## config.mk

```make
export PLATFORM = sky130hd
export DESIGN_NAME = client_liveness_table
export DESIGN_NICKNAME = d
export VERILOG_FILES = /design/src/rtl/core/clt_pkg.sv /design/src/rtl/core/client_liveness_table.sv /design/src/rtl/core/clt_datapath.sv /design/src/rtl/core/clt_ctrl.sv
export VERILOG_INCLUDE_DIRS = /design/src /design/src/rtl/core
export SDC_FILE = /design/constraint.sdc
export NUM_CORES = 2
export LEC_CHECK = 0
export ABC_CLOCK_PERIOD_IN_PS = 13100
export BUFFER_PORTS_ARGS = -buffer_cell sky130_fd_sc_hd__buf_2
export CAP_MARGIN = 10
export CORE_UTILIZATION = 35
export DETAILED_ROUTE_END_ITERATION = 12
export PLACE_DENSITY = 0.58
export SYNTH_ARGS = -nofsm -noshare
export SYNTH_HDL_FRONTEND = slang
export SYNTH_SLANG_ARGS = --single-unit
```

## constraint.sdc

```tcl
create_clock -name clk_i -period 13.1 [get_ports clk_i]
set_clock_uncertainty 0.1 [all_clocks]
set_input_delay 0 -clock clk_i [delete_from_list [all_inputs] [get_ports clk_i]]
set_output_delay 0 -clock clk_i [all_outputs]
set_load 0.005 [all_outputs]
```

## src/rtl/core/assert_macros.svh

```systemverilog
// Assertion macros shared by the client liveness table RTL.
// Depends on nothing; each macro compiles away when SYNTHESIS is defined.
`ifndef ASSERT_MACROS_SVH
`define ASSERT_MACROS_SVH

`ifndef SYNTHESIS
`define ASSERT_CHK(name, clk, rst_n, prop) \
  name: assert property (@(posedge clk) disable iff (!(rst_n)) (prop)) \
    else $error("%m: check failed");
`define ASSERT_CHK_MSG(name, clk, rst_n, prop, msg) \
  name: assert property (@(posedge clk) disable iff (!(rst_n)) (prop)) \
    else $error(msg);
`else
`define ASSERT_CHK(name, clk, rst_n, prop)
`define ASSERT_CHK_MSG(name, clk, rst_n, prop, msg)
`endif

`endif

```

## src/rtl/core/clt_pkg.sv

```systemverilog
// Package for the client liveness table: sizes, codes, beat payload types
// and the command/status bundles between controller and datapath. No dependencies.
package clt_pkg;

  localparam int unsigned CAPACITY  = 10;
  localparam int unsigned CntW      = $clog2(CAPACITY + 1);
  localparam int unsigned AddrW     = (CAPACITY > 1) ? $clog2(CAPACITY) : 1;
  localparam int unsigned ReqW      = 2;
  localparam int unsigned IdW       = 23;
  localparam int unsigned TimeW     = 32;
  localparam int unsigned TimeoutW  = 16;
  localparam int unsigned StatusW   = 3;
  localparam int unsigned CountOutW = 4;

  localparam logic [TimeoutW-1:0] TIMEOUT_RESET = 16'd35;

  typedef enum logic [ReqW-1:0] {
    REQ_REGISTER = 2'd0,
    REQ_REMOVE   = 2'd1,
    REQ_SWEEP    = 2'd2
  } req_e;

  typedef enum logic [StatusW-1:0] {
    ST_ADDED     = 3'd0,
    ST_FULL      = 3'd1,
    ST_REMOVED   = 3'd2,
    ST_NOT_FOUND = 3'd3,
    ST_EVICTED   = 3'd4,
    ST_NONE      = 3'd5
  } status_e;

  // Which result the datapath builds when the controller asks for a beat.
  typedef enum logic [1:0] {
    EMIT_REG  = 2'd0,
    EMIT_RMV  = 2'd1,
    EMIT_PEND = 2'd2,
    EMIT_END  = 2'd3
  } emit_e;

  typedef struct packed {
    logic [ReqW-1:0]  req_type;
    logic [IdW-1:0]   client_id;
    logic [TimeW-1:0] now_time;
  } clt_in_t;

  typedef struct packed {
    logic [StatusW-1:0]   status;
    logic [IdW-1:0]       result_id;
    logic [CountOutW-1:0] entry_count;
    logic                 last;
  } clt_out_t;

  typedef struct packed {
    logic  load;
    logic  drop;
    logic  load_gone;
    logic  inc_idx;
    logic  set_pend;
    logic  emit;
    emit_e emit_sel;
  } clt_cmd_t;

  typedef struct packed {
    logic match_any;
    logic scan_end;
    logic stale;
    logic pend_valid;
    logic out_free;
  } clt_sts_t;

endpackage

```

## src/rtl/core/client_liveness_table.sv

```systemverilog
// Steps: a register request is loaded, then its beat goes to the output register; a
// remove drops every matching entry one by one, then sends its beat; a sweep walks the
// table, removing each stale entry and holding its eviction beat back one step.
// Throughput: one item at a time; the walk takes one step per cycle when not stalled.
// Output register: the next item is accepted while a finished beat waits on the stall.
// Reset: table empty, timeout 35 seconds, no clearing pass; entry storage is not reset.
module client_liveness_table (
  input  logic                         clk_i,
  input  logic                         rst_ni,
  input  logic                         in_valid_i,
  output logic                         in_stall_o,
  input  clt_pkg::clt_in_t             in_data_i,
  output logic                         out_valid_o,
  input  logic                         out_stall_i,
  output clt_pkg::clt_out_t            out_data_o,
  input  logic                         cfg_we_i,
  input  logic [clt_pkg::TimeoutW-1:0] cfg_wdata_i
);
  import clt_pkg::*;

  clt_cmd_t cmd;
  clt_sts_t sts;

  clt_ctrl u_ctrl (
    .clk_i      (clk_i),
    .rst_ni     (rst_ni),
    .in_valid_i (in_valid_i),
    .in_stall_o (in_stall_o),
    .req_i      (in_data_i.req_type),
    .sts_i      (sts),
    .cmd_o      (cmd)
  );

  clt_datapath u_datapath (
    .clk_i       (clk_i),
    .rst_ni      (rst_ni),
    .in_data_i   (in_data_i),
    .cmd_i       (cmd),
    .sts_o       (sts),
    .cfg_we_i    (cfg_we_i),
    .cfg_wdata_i (cfg_wdata_i),
    .out_valid_o (out_valid_o),
    .out_stall_i (out_stall_i),
    .out_data_o  (out_data_o)
  );

endmodule

```

## src/rtl/core/clt_datapath.sv

```systemverilog
// Datapath of the client liveness table: entry registers, compaction shifter,
// age check, pending eviction holder and output register. Uses clt_pkg.
`include "assert_macros.svh"

module clt_datapath (
  input  logic                      clk_i,
  input  logic                      rst_ni,
  input  clt_pkg::clt_in_t          in_data_i,
  input  clt_pkg::clt_cmd_t         cmd_i,
  output clt_pkg::clt_sts_t         sts_o,
  input  logic                      cfg_we_i,
  input  logic [clt_pkg::TimeoutW-1:0] cfg_wdata_i,
  output logic                      out_valid_o,
  input  logic                      out_stall_i,
  output clt_pkg::clt_out_t         out_data_o
);
  import clt_pkg::*;

  logic [IdW-1:0]      ids_q   [CAPACITY];
  logic [TimeW-1:0]    times_q [CAPACITY];
  logic [CntW-1:0]     count_q, count_d;
  logic [CntW-1:0]     idx_q, idx_d;
  logic [IdW-1:0]      key_q;
  logic [TimeW-1:0]    now_q;
  logic [TimeoutW-1:0] timeout_q;
  logic                hit_q, hit_d;
  logic                pend_valid_q, pend_valid_d;
  logic [IdW-1:0]      pend_id_q;
  logic [CntW-1:0]     pend_cnt_q;
  logic                out_valid_q, out_valid_d;
  clt_out_t            out_q, out_d;

  logic [CAPACITY-1:0] match;
  logic [CAPACITY-1:0] shift;
  logic                full;
  logic                append;
  logic [IdW-1:0]      rd_id;
  logic [TimeW-1:0]    rd_time;
  logic [TimeW-1:0]    age;

  // Entries at or above the first live match move down one slot on a drop step.
  always_comb begin
    logic seen;
    seen = 1'b0;
    for (int j = 0; j < CAPACITY; j++) begin
      match[j] = (CntW'(j) < count_q) && (ids_q[j] == key_q);
      seen     = seen | match[j];
      shift[j] = seen;
    end
  end

  assign full    = (count_q >= CntW'(CAPACITY));
  assign append  = cmd_i.emit && (cmd_i.emit_sel == EMIT_REG) && !full;
  assign rd_id   = ids_q[idx_q[AddrW-1:0]];
  assign rd_time = times_q[idx_q[AddrW-1:0]];
  assign age     = now_q - rd_time;

  assign sts_o.match_any  = |match;
  assign sts_o.scan_end   = (idx_q >= count_q);
  assign sts_o.stale      = (age > TimeW'(timeout_q));
  assign sts_o.pend_valid = pend_valid_q;
  assign sts_o.out_free   = !out_valid_q || !out_stall_i;

  always_ff @(posedge clk_i) begin
    if (cmd_i.drop) begin
      for (int j = 0; j < CAPACITY - 1; j++) begin
        if (shift[j]) begin
          ids_q[j]   <= ids_q[j+1];
          times_q[j] <= times_q[j+1];
        end
      end
    end else if (append) begin
      ids_q[count_q[AddrW-1:0]]   <= key_q;
      times_q[count_q[AddrW-1:0]] <= now_q;
    end
  end

  always_comb begin
    count_d = count_q;
    if (cmd_i.drop) begin
      count_d = count_q - CntW'(1);
    end else if (append) begin
      count_d = count_q + CntW'(1);
    end
    idx_d = idx_q;
    if (cmd_i.load) begin
      idx_d = '0;
    end else if (cmd_i.inc_idx) begin
      idx_d = idx_q + CntW'(1);
    end
    hit_d = hit_q;
    if (cmd_i.load) begin
      hit_d = 1'b0;
    end else if (cmd_i.drop) begin
      hit_d = 1'b1;
    end
    pend_valid_d = pend_valid_q;
    if (cmd_i.load) begin
      pend_valid_d = 1'b0;
    end else if (cmd_i.set_pend) begin
      pend_valid_d = 1'b1;
    end else if (cmd_i.emit && (cmd_i.emit_sel == EMIT_PEND)) begin
      pend_valid_d = 1'b0;
    end
  end

  always_comb begin
    out_d = out_q;
    out_valid_d = out_valid_q && out_stall_i;
    if (cmd_i.emit) begin
      out_valid_d = 1'b1;
      unique case (cmd_i.emit_sel)
        EMIT_REG: begin
          if (full) begin
            out_d = '{status: ST_FULL, result_id: '0,
                      entry_count: CountOutW'(count_q), last: 1'b1};
          end else begin
            out_d = '{status: ST_ADDED, result_id: key_q,
                      entry_count: CountOutW'(count_q + CntW'(1)), last: 1'b1};
          end
        end
        EMIT_RMV: begin
          if (hit_q) begin
            out_d = '{status: ST_REMOVED, result_id: key_q,
                      entry_count: CountOutW'(count_q), last: 1'b1};
          end else begin
            out_d = '{status: ST_NOT_FOUND, result_id: '0,
                      entry_count: CountOutW'(count_q), last: 1'b1};
          end
        end
        EMIT_PEND: begin
          out_d = '{status: ST_EVICTED, result_id: pend_id_q,
                    entry_count: CountOutW'(pend_cnt_q), last: 1'b0};
        end
        EMIT_END: begin
          if (pend_valid_q) begin
            out_d = '{status: ST_EVICTED, result_id: pend_id_q,
                      entry_count: CountOutW'(pend_cnt_q), last: 1'b1};
          end else begin
            out_d = '{status: ST_NONE, result_id: '0,
                      entry_count: CountOutW'(count_q), last: 1'b1};
          end
        end
        default: begin
          out_d = out_q;
        end
      endcase
    end
  end

  always_ff @(posedge clk_i or negedge rst_ni) begin
    if (!rst_ni) begin
      count_q      <= '0;
      idx_q        <= '0;
      hit_q        <= 1'b0;
      pend_valid_q <= 1'b0;
      out_valid_q  <= 1'b0;
      timeout_q    <= TIMEOUT_RESET;
    end else begin
      count_q      <= count_d;
      idx_q        <= idx_d;
      hit_q        <= hit_d;
      pend_valid_q <= pend_valid_d;
      out_valid_q  <= out_valid_d;
      if (cfg_we_i) begin
        timeout_q <= cfg_wdata_i;
      end
    end
  end

  always_ff @(posedge clk_i) begin
    out_q <= out_d;
    if (cmd_i.load) begin
      key_q <= in_data_i.client_id;
      now_q <= in_data_i.now_time;
    end else if (cmd_i.load_gone) begin
      key_q <= rd_id;
    end
    if (cmd_i.set_pend) begin
      pend_id_q  <= key_q;
      pend_cnt_q <= count_q;
    end
  end

  assign out_valid_o = out_valid_q;
  assign out_data_o  = out_q;

  `ASSERT_CHK(a_count_in_range, clk_i, rst_ni, count_q <= CntW'(CAPACITY))
  `ASSERT_CHK(a_drop_shrinks, clk_i, rst_ni, cmd_i.drop |=> count_q == $past(count_q) - CntW'(1))
  `ASSERT_CHK(a_pend_emit_has_pend, clk_i, rst_ni, (cmd_i.emit && cmd_i.emit_sel == EMIT_PEND) |-> pend_valid_q)

endmodule

```

## src/rtl/core/clt_ctrl.sv

```systemverilog
// Controller of the client liveness table: sequences register, remove and
// sweep requests over the datapath through clt_pkg command and status bundles.
`include "assert_macros.svh"

module clt_ctrl (
  input  logic              clk_i,
  input  logic              rst_ni,
  input  logic              in_valid_i,
  output logic              in_stall_o,
  input  logic [clt_pkg::ReqW-1:0] req_i,
  input  clt_pkg::clt_sts_t sts_i,
  output clt_pkg::clt_cmd_t cmd_o
);
  import clt_pkg::*;

  typedef enum logic [3:0] {
    S_IDLE = 4'b0001,
    S_REG  = 4'b0010,
    S_DROP = 4'b0100,
    S_SCAN = 4'b1000
  } state_e;

  state_e          state_q, state_d;
  logic [ReqW-1:0] req_q, req_d;

  assign in_stall_o = (state_q != S_IDLE);

  always_comb begin
    state_d = state_q;
    req_d   = req_q;
    cmd_o   = '0;
    unique case (state_q)
      S_IDLE: begin
        if (in_valid_i) begin
          cmd_o.load = 1'b1;
          req_d      = req_i;
          if (req_i == REQ_REGISTER) begin
            state_d = S_REG;
          end else if (req_i == REQ_REMOVE) begin
            state_d = S_DROP;
          end else if (req_i == REQ_SWEEP) begin
            state_d = S_SCAN;
          end
        end
      end
      S_REG: begin
        if (sts_i.out_free) begin
          cmd_o.emit     = 1'b1;
          cmd_o.emit_sel = EMIT_REG;
          state_d        = S_IDLE;
        end
      end
      // One matching entry leaves per cycle until none is left.
      S_DROP: begin
        if (sts_i.match_any) begin
          cmd_o.drop = 1'b1;
        end else if (req_q == REQ_REMOVE) begin
          if (sts_i.out_free) begin
            cmd_o.emit     = 1'b1;
            cmd_o.emit_sel = EMIT_RMV;
            state_d        = S_IDLE;
          end
        end else begin
          cmd_o.set_pend = 1'b1;
          state_d        = S_SCAN;
        end
      end
      // An eviction is held back one step, so its last flag is known when sent.
      S_SCAN: begin
        if (sts_i.scan_end) begin
          if (sts_i.out_free) begin
            cmd_o.emit     = 1'b1;
            cmd_o.emit_sel = EMIT_END;
            state_d        = S_IDLE;
          end
        end else if (sts_i.stale) begin
          if (sts_i.pend_valid) begin
            if (sts_i.out_free) begin
              cmd_o.emit     = 1'b1;
              cmd_o.emit_sel = EMIT_PEND;
            end
          end else begin
            cmd_o.load_gone = 1'b1;
            state_d         = S_DROP;
          end
        end else begin
          cmd_o.inc_idx = 1'b1;
        end
      end
      default: begin
        state_d = S_IDLE;
      end
    endcase
  end

  always_ff @(posedge clk_i or negedge rst_ni) begin
    if (!rst_ni) begin
      state_q <= S_IDLE;
      req_q   <= '0;
    end else begin
      state_q <= state_d;
      req_q   <= req_d;
    end
  end

  `ASSERT_CHK(a_emit_when_free, clk_i, rst_ni, cmd_o.emit |-> sts_i.out_free)
  `ASSERT_CHK(a_drop_needs_match, clk_i, rst_ni, cmd_o.drop |-> sts_i.match_any)
  `ASSERT_CHK(a_accept_leaves_idle, clk_i, rst_ni, (state_q == S_IDLE && in_valid_i && (req_i == REQ_REGISTER || req_i == REQ_REMOVE || req_i == REQ_SWEEP)) |=> state_q != S_IDLE)

endmodule
```

; After elaboration in Yosys (flattened, before gate mapping)
; Memories as Yosys holds them, arrays and structs flattened.
; Cells that the tools add are included.
[classes]
magnitude_cmp = 13
reduce_logical = 30
eq_ne = 26
add_sub_neg = 4
muxes = 84
n_bitwise = 8
[ops]
columns = op, n
row1 = $eq A23 B23 Y1, 10
row2 = $pmux W31 S4, 1
row3 = $mux W29, 3
row4 = $mux W23, 3
row5 = $mux W4, 17
row6 = $mux W1, 47
row7 = $gt A32 B16 Y1, 1
row8 = $mux W32, 1
row9 = $reduce_or A32 Y1, 1
row10 = $sub A32 B32 Y32, 1
row11 = $mux W3, 8
row12 = $reduce_or A23 Y1, 1
row13 = $lt A3 B4 Y1 const A, 4
row14 = $pmux W4 S4, 1
row15 = $logic_and A1 B1 Y1, 14
row16 = $reduce_or A10 Y1, 1
row17 = $pmux W3 S3, 1
row18 = $add A4 B1 Y4 const B, 2
row19 = $lt A1 B4 Y1 const A, 2
row20 = $lt A2 B4 Y1 const A, 2
row21 = $lt A4 B4 Y1 const A, 2
row22 = $ne A4 B1 Y1 const B, 2
row23 = $or A1 B1 Y1, 8
row24 = $reduce_bool A2 Y1, 4
row25 = other kinds (18), 28
[word_totals]
wordCells = 183
mem_bits_rw = 550
n_memories = 2
inputBits = 78
reg_bits = 146
[memory_table]
columns = name, words, width, read_ports, rd_clocked_by_memory_dff, write_ports, line
row1 = u_datapath.times_q, 10, 32, 10, 0, 9, clt_datapath.sv:20  ; logic [TimeW-1:0] times_q [CAPACITY];
row2 = u_datapath.ids_q, 10, 23, 11, 0, 9, clt_datapath.sv:19  ; logic [IdW-1:0] ids_q [CAPACITY];

; Depth between registers and ports, before layout
[depth]
depth_word = 15
depth_mapped = 33
depth_no_buf = 29

; Cells and area by module
; A second synthesis with hierarchy kept.
[hier_totals]
hier_cells = 2905
area_unflattened_um2 = 49517.5
[modules_own_cells]
columns = mod, seq_area_each_um2, area_each_um2, n_inst, cells_each
row1 = clt_datapath, 30498.0, 49032.0, 1, 2849
row2 = clt_ctrl, 151.4, 485.5, 1, 56

; Worst setup path before layout
; No wires, ideal clock.
[synth_timing]
path_kind = reg-to-reg
startpoint = register u_datapath.key_q[21]
endpoint = memory u_datapath.ids_q[0][0] (enable)
setup_slack_ns = 6.127
setup_ns = 0.544
required_time_ns = 12.456
t_arrival_ns = 6.329
stages_incl_launch_ff = 10
cell_sequence = edfxtp_1 > buf_2 > xor2_1 > nor4_1 > nand3_1 > o41ai_1 > or3_1 > nand2b_1 > clkbuf_1 > o21ai_0
[synth_rtl]
columns = element, line
row1 = start: declaration, clt_datapath.sv:23  ; logic [IdW-1:0] key_q;
row2 = start signal: assignment, clt_datapath.sv:174  ; key_q <= in_data_i.client_id;
row3 = start signal: assignment, clt_datapath.sv:177  ; key_q <= rd_id;
row4 = end: declaration, clt_datapath.sv:19

; Worst setup path after layout
[layout_timing]
startpoint = register u_datapath.idx_q[2]
endpoint = register u_datapath.out_q, in the netlist u_datapath.out_data_o[21], data pin
[layout_between]
elab_chain_len = 8
word_cells_on_any_way = 12
cone_classes = 1 x add/sub / 2 x order compare / 3 x eq/ne / 4 x mux / 1 x reduce/logical / 1 x memory
[layout_rtl]
columns = element, line
row1 = start: declaration, clt_datapath.sv:22  ; logic [CntW-1:0] idx_q, idx_d;
row2 = start signal: assignment, clt_datapath.sv:161  ; idx_q <= idx_d;
row3 = $mem_v2 Z10 W32, n/a
row4 = $sub A32 B32 Y32, clt_datapath.sv:56  ; assign age = now_q - rd_time;
row5 = $gt A32 B16 Y1, clt_datapath.sv:60  ; assign sts_o.stale = (age > TimeW'(timeout_q));
row6 = $mux W3, clt_ctrl.sv:76  ; end else if (sts_i.stale) begin
row7 = $mux W3 *, clt_ctrl.sv:70  ; if (sts_i.scan_end) begin
row8 = $pmux W3 S3 *, clt_ctrl.sv:32  ; unique case (state_q)
row9 = $eq A2 B2 Y1 (tied with other cells), clt_datapath.sv:112  ; unique case (cmd_i.emit_sel)
row10 = $pmux W31 S4 *, clt_datapath.sv:112
row11 = end signal: assignment, clt_datapath.sv:172  ; out_q <= out_d;
row12 = end: declaration, clt_datapath.sv:31  ; clt_out_t out_q, out_d;
; Every way passes the cells marked *; elsewhere a longest branch is shown, timed or not.
; A chain may end at the register's enable or synchronous reset.

==> flow_summary.json <==
{
  "run_status": "complete, no violations",
  "path_class": "reg -> reg",
  "slew_headroom": 0.214,
  "grt_first_pass_wirelength_um": 222000,
  "crit_slowest_cell": "dfrtp_4",
  "clock_sinks": 1026,
  "final.fill_count": 13100,
  "yosys_warnings": 0,
  "viasPerCell": 5.49,
  "synth_top_area_share": 0.592,
  "totalPowerFinal_uw": 8570,
  "hold_path_class": "in -> reg",
  "timing.critical_path.required_ns": 13.59,
  "final_nets": 3925,
  "groute.layer.met2.usage": 0.335,
  "cpMostUsedCell": "nand2_1",
  "synth_flop_type": "edfxtp_1",
  "netlist.top_cell.by_area": "edfxtp_1",
  "cp-end-kind": "register",
  "layout_min_cycle_time_ns": 8.23,
  "via_count": 31700,
  "grt_pass1_vias": 31600,
  "grt_antenna_before_repair": 6,
  "rows": 138,
  "grt_setup_unrepaired": "no",
  "groute.usage.overall": 0.208,
  "crit_path_end": "u_datapath.out_data_o[21]",
  "stdcell_area_um2": 59400,
  "timing.reg2reg.setup_slack_ns": 4.87,
  "numPortBuffers": 110,
  "clock_path_buffers": 3,
  "yosysSeqAreaShare": 0.609,
  "die_height_um": 381,
  "hold_slack_ns": 0.0372,
  "timing_worst_slew_pin_value_ns": 1.17,
  "pre_cts_slack_ns": 4.86,
  "powerDensity_nw_per_um2": 144,
  "dieWidth_um": 381,
  "library_cell_with_the_highest_instance_count_after_synthesis": "edfxtp_1",
  "power_frac_comb": 0.146,
  "first_pass_iters": 5,
  "clock_tree.root_cell": "clkbuf_16",
  "initial_core_util": 0.354,
  "use_met3": 0.0300,
  "detailedRoute.firstIterationViolations": 3583,
  "gpl_congestion": 0.916,
  "critical_path.max_stage_delay_ns": 0.94,
  "core_area_um2": 142000,
  "globalRoute.busiestLayer": "met2",
  "setup_slack_ns": 4.87,
  "synth_top_cells_by_area": "edfxtp_1 (59%), mux2_2 (12%), mux4_2 (5.0%)",
  "syn-instance-count": 3326,
  "worst_ep_arrival_time_ns": 8.72,
  "totalWireLength_um": 153000,
  "yosys_register_bits": 1026,
  "synth_cell_types": 85,
  "cts_inserted_buffers": 112,
  "power.leakage_uw": 0.0198,
  "final-max-slew-violation-count": 0,
  "path_clk_slew_ns": 0.06,
  "grt_start_max_net_pins": 114,
  "setup-tns-final_ns": 0,
  "io_pins": 111,
  "fmax_mhz": 122,
  "setup_viol": 0,
  "total_die_area_um2": 145000,
  "power.sequential.fraction": 0.478,
  "wire_per_inst_um": 26.5,
  "timing.max_cap.violations": 0,
  "internal_power_uw": 6180,
  "global_route_met1_utilization": 0.290,
  "critical_path.top_delay_family": "simple AND/OR/NAND/NOR gates",
  "synth.cells.most_frequent": "edfxtp_1 (993), mux2_2 (535), mux2i_1 (169)",
  "post_route_cells_drive_above_1_share": 0.272,
  "clock_tree.htree_level_count": 3,
  "cp_num_buf_inv": 2,
  "syn_area_per_cell_um2": 15.1,
  "gr-total-overflow": 0,
  "detailed_place.area_um2": 53900,
  "tritoncts_clock_tree": "done",
  "r2r_end": "u_datapath.out_data_o[21]",
  "worst-path-stages": 28,
  "critical_path.max_fanout": 38,
  "reg2regPathDepth": 28,
  "clock_power_share": 0.376,
  "rr_startpoint": "u_datapath.idx_q[2]",
  "clock_latency_ns": 0.76,
  "cp-start-kind": "register",
  "ant_nets": 0,
  "worst_setup_path_startpoint": "u_datapath.idx_q[2]",
  "num_antenna_cells": 0,
  "postSynth.asyncResetShare": 0.0322,
  "areaGrowthSynthToFinish_pct": 17.9,
  "syn_area_um2": 50400,
  "synth_edf_count": 993,
  "hold_violations": 0,
  "drt_drc_violations_left": 0,
  "dp.final_hpwl_um": 94100,
  "max-vdd-ir-drop_v": 0.000109,
  "power_switching_uw": 2390,
  "power_switching_share": 0.279,
  "min_period_over_period": 0.628
}
-- flip-flops by register name (all words and copies together) (netlist names) --
name	cells
u_datapath.out_data_o	31
u_datapath.pend_valid_q	1
u_datapath.count_q	4
u_datapath.key_q	23
u_datapath.idx_q	4
u_datapath.ids_q	368
u_datapath.timeout_q	16
u_datapath.pend_cnt_q	4
u_ctrl.req_q	2
u_datapath.out_valid_o	1
u_datapath.pend_id_q	23
u_datapath.hit_q	1
u_ctrl.state_q	4
u_datapath.now_q	32
u_datapath.times_q	512
-- kinds of logic after synthesis --
family,share of synthesized area
fa+ha+maj,0.0148
simple gates,0.0383
xor+xnor,0.0438
buf+inv,0.0210
other cells,0.0000745
flops,0.609
compound gates,0.0700
mux,0.203
-- per-layer routing --
| layer | vias up | wire length, µm |
|---|---|---|
| met2 | 1210 | 71900 |
| met1 | 16400 | 66300 |
| met4 | 8 | 3860 |
| met3 | 213 | 10600 |
| met5 | - | 52 |
| li1 | 13900 | - |
-- worst min-delay path by stage --
stage | start | to | slack, ns | cells after the start
after floorplan | rst_ni | u_ctrl.req_q[0] | -0.40 | 0
after global placement | rst_ni | u_datapath.timeout_q[8] | 0.06 | 1
after detailed placement | rst_ni | u_datapath.timeout_q[4] | 0.06 | 1
after CTS | in_data_i[41] | u_datapath.key_q[9] | 0.002 | 4
after global routing | in_data_i[52] | u_datapath.key_q[20] | 0.06 | 4
final | in_data_i[36] | u_datapath.key_q[4] | 0.04 | 4
-- per-stage QoR --
step | instances | util
after floorplan | 3545 | -
after CTS | 5773 | 0.418
after detailed placement | 5392 | 0.380
after global placement | 5392 | 0.380
after global routing | 5773 | 0.418
final | 5773 | 0.418
-- cell type report --
cell class	instances	area [µm²]	area share
Clock inverter	72	754	0.0127
Tap cell	1890	2360	0.0398
Sequential cell	1026	30700	0.516
Inverter	39	146	0.00247
Timing Repair Buffer	353	2840	0.0478
Clock buffer	137	2940	0.0495
Multi-Input combinational cell	2256	19700	0.331
-- layout by cell type, fill, tap and decap left out, drive strengths merged, types with 58 or more instances in the layout --
cell	instances
mux2i	169
a21oi	109
dlygate4sd3	171
buf	182
xor2	137
mux4	112
o21ai	150
edfxtp	993
conb	220
xnor2	115
nand2	165
a221oi	63
mux2	535
ha	58
clkbuf	137
-- power groups by stage --
stage / Combinational, µW / Sequential (µW) / Clock, µW
after floorplan: 717 / 4090 / 0
after global placement: 1190 / 4150 / 0
after detailed placement: 1190 / 4160 / 0
after CTS: 1240 / 4090 / 3280
after global routing: 1330 / 4120 / 3390
final: 1250 / 4090 / 3220
-- worst reg2reg max path: cells and delay by family, from the launching register on --
kind	cells	cell delay, ns
AO/OA/AOI/OAI	12	2.64
XOR/XNOR	1	0.15
adder cells (fa/ha/maj)	3	0.93
buffers and inverters	2	0.63
flip-flops	1	0.94
AND/OR/NAND/NOR	10	2.71
-- what timing repair did --
item | CTS | global route
hold endpoints to repair | 124 | 0
buffers inserted | 0 | 0
resized for setup | 0 | 0
hold buffers | 172 | 0
(Power assumes the default switching activity.)
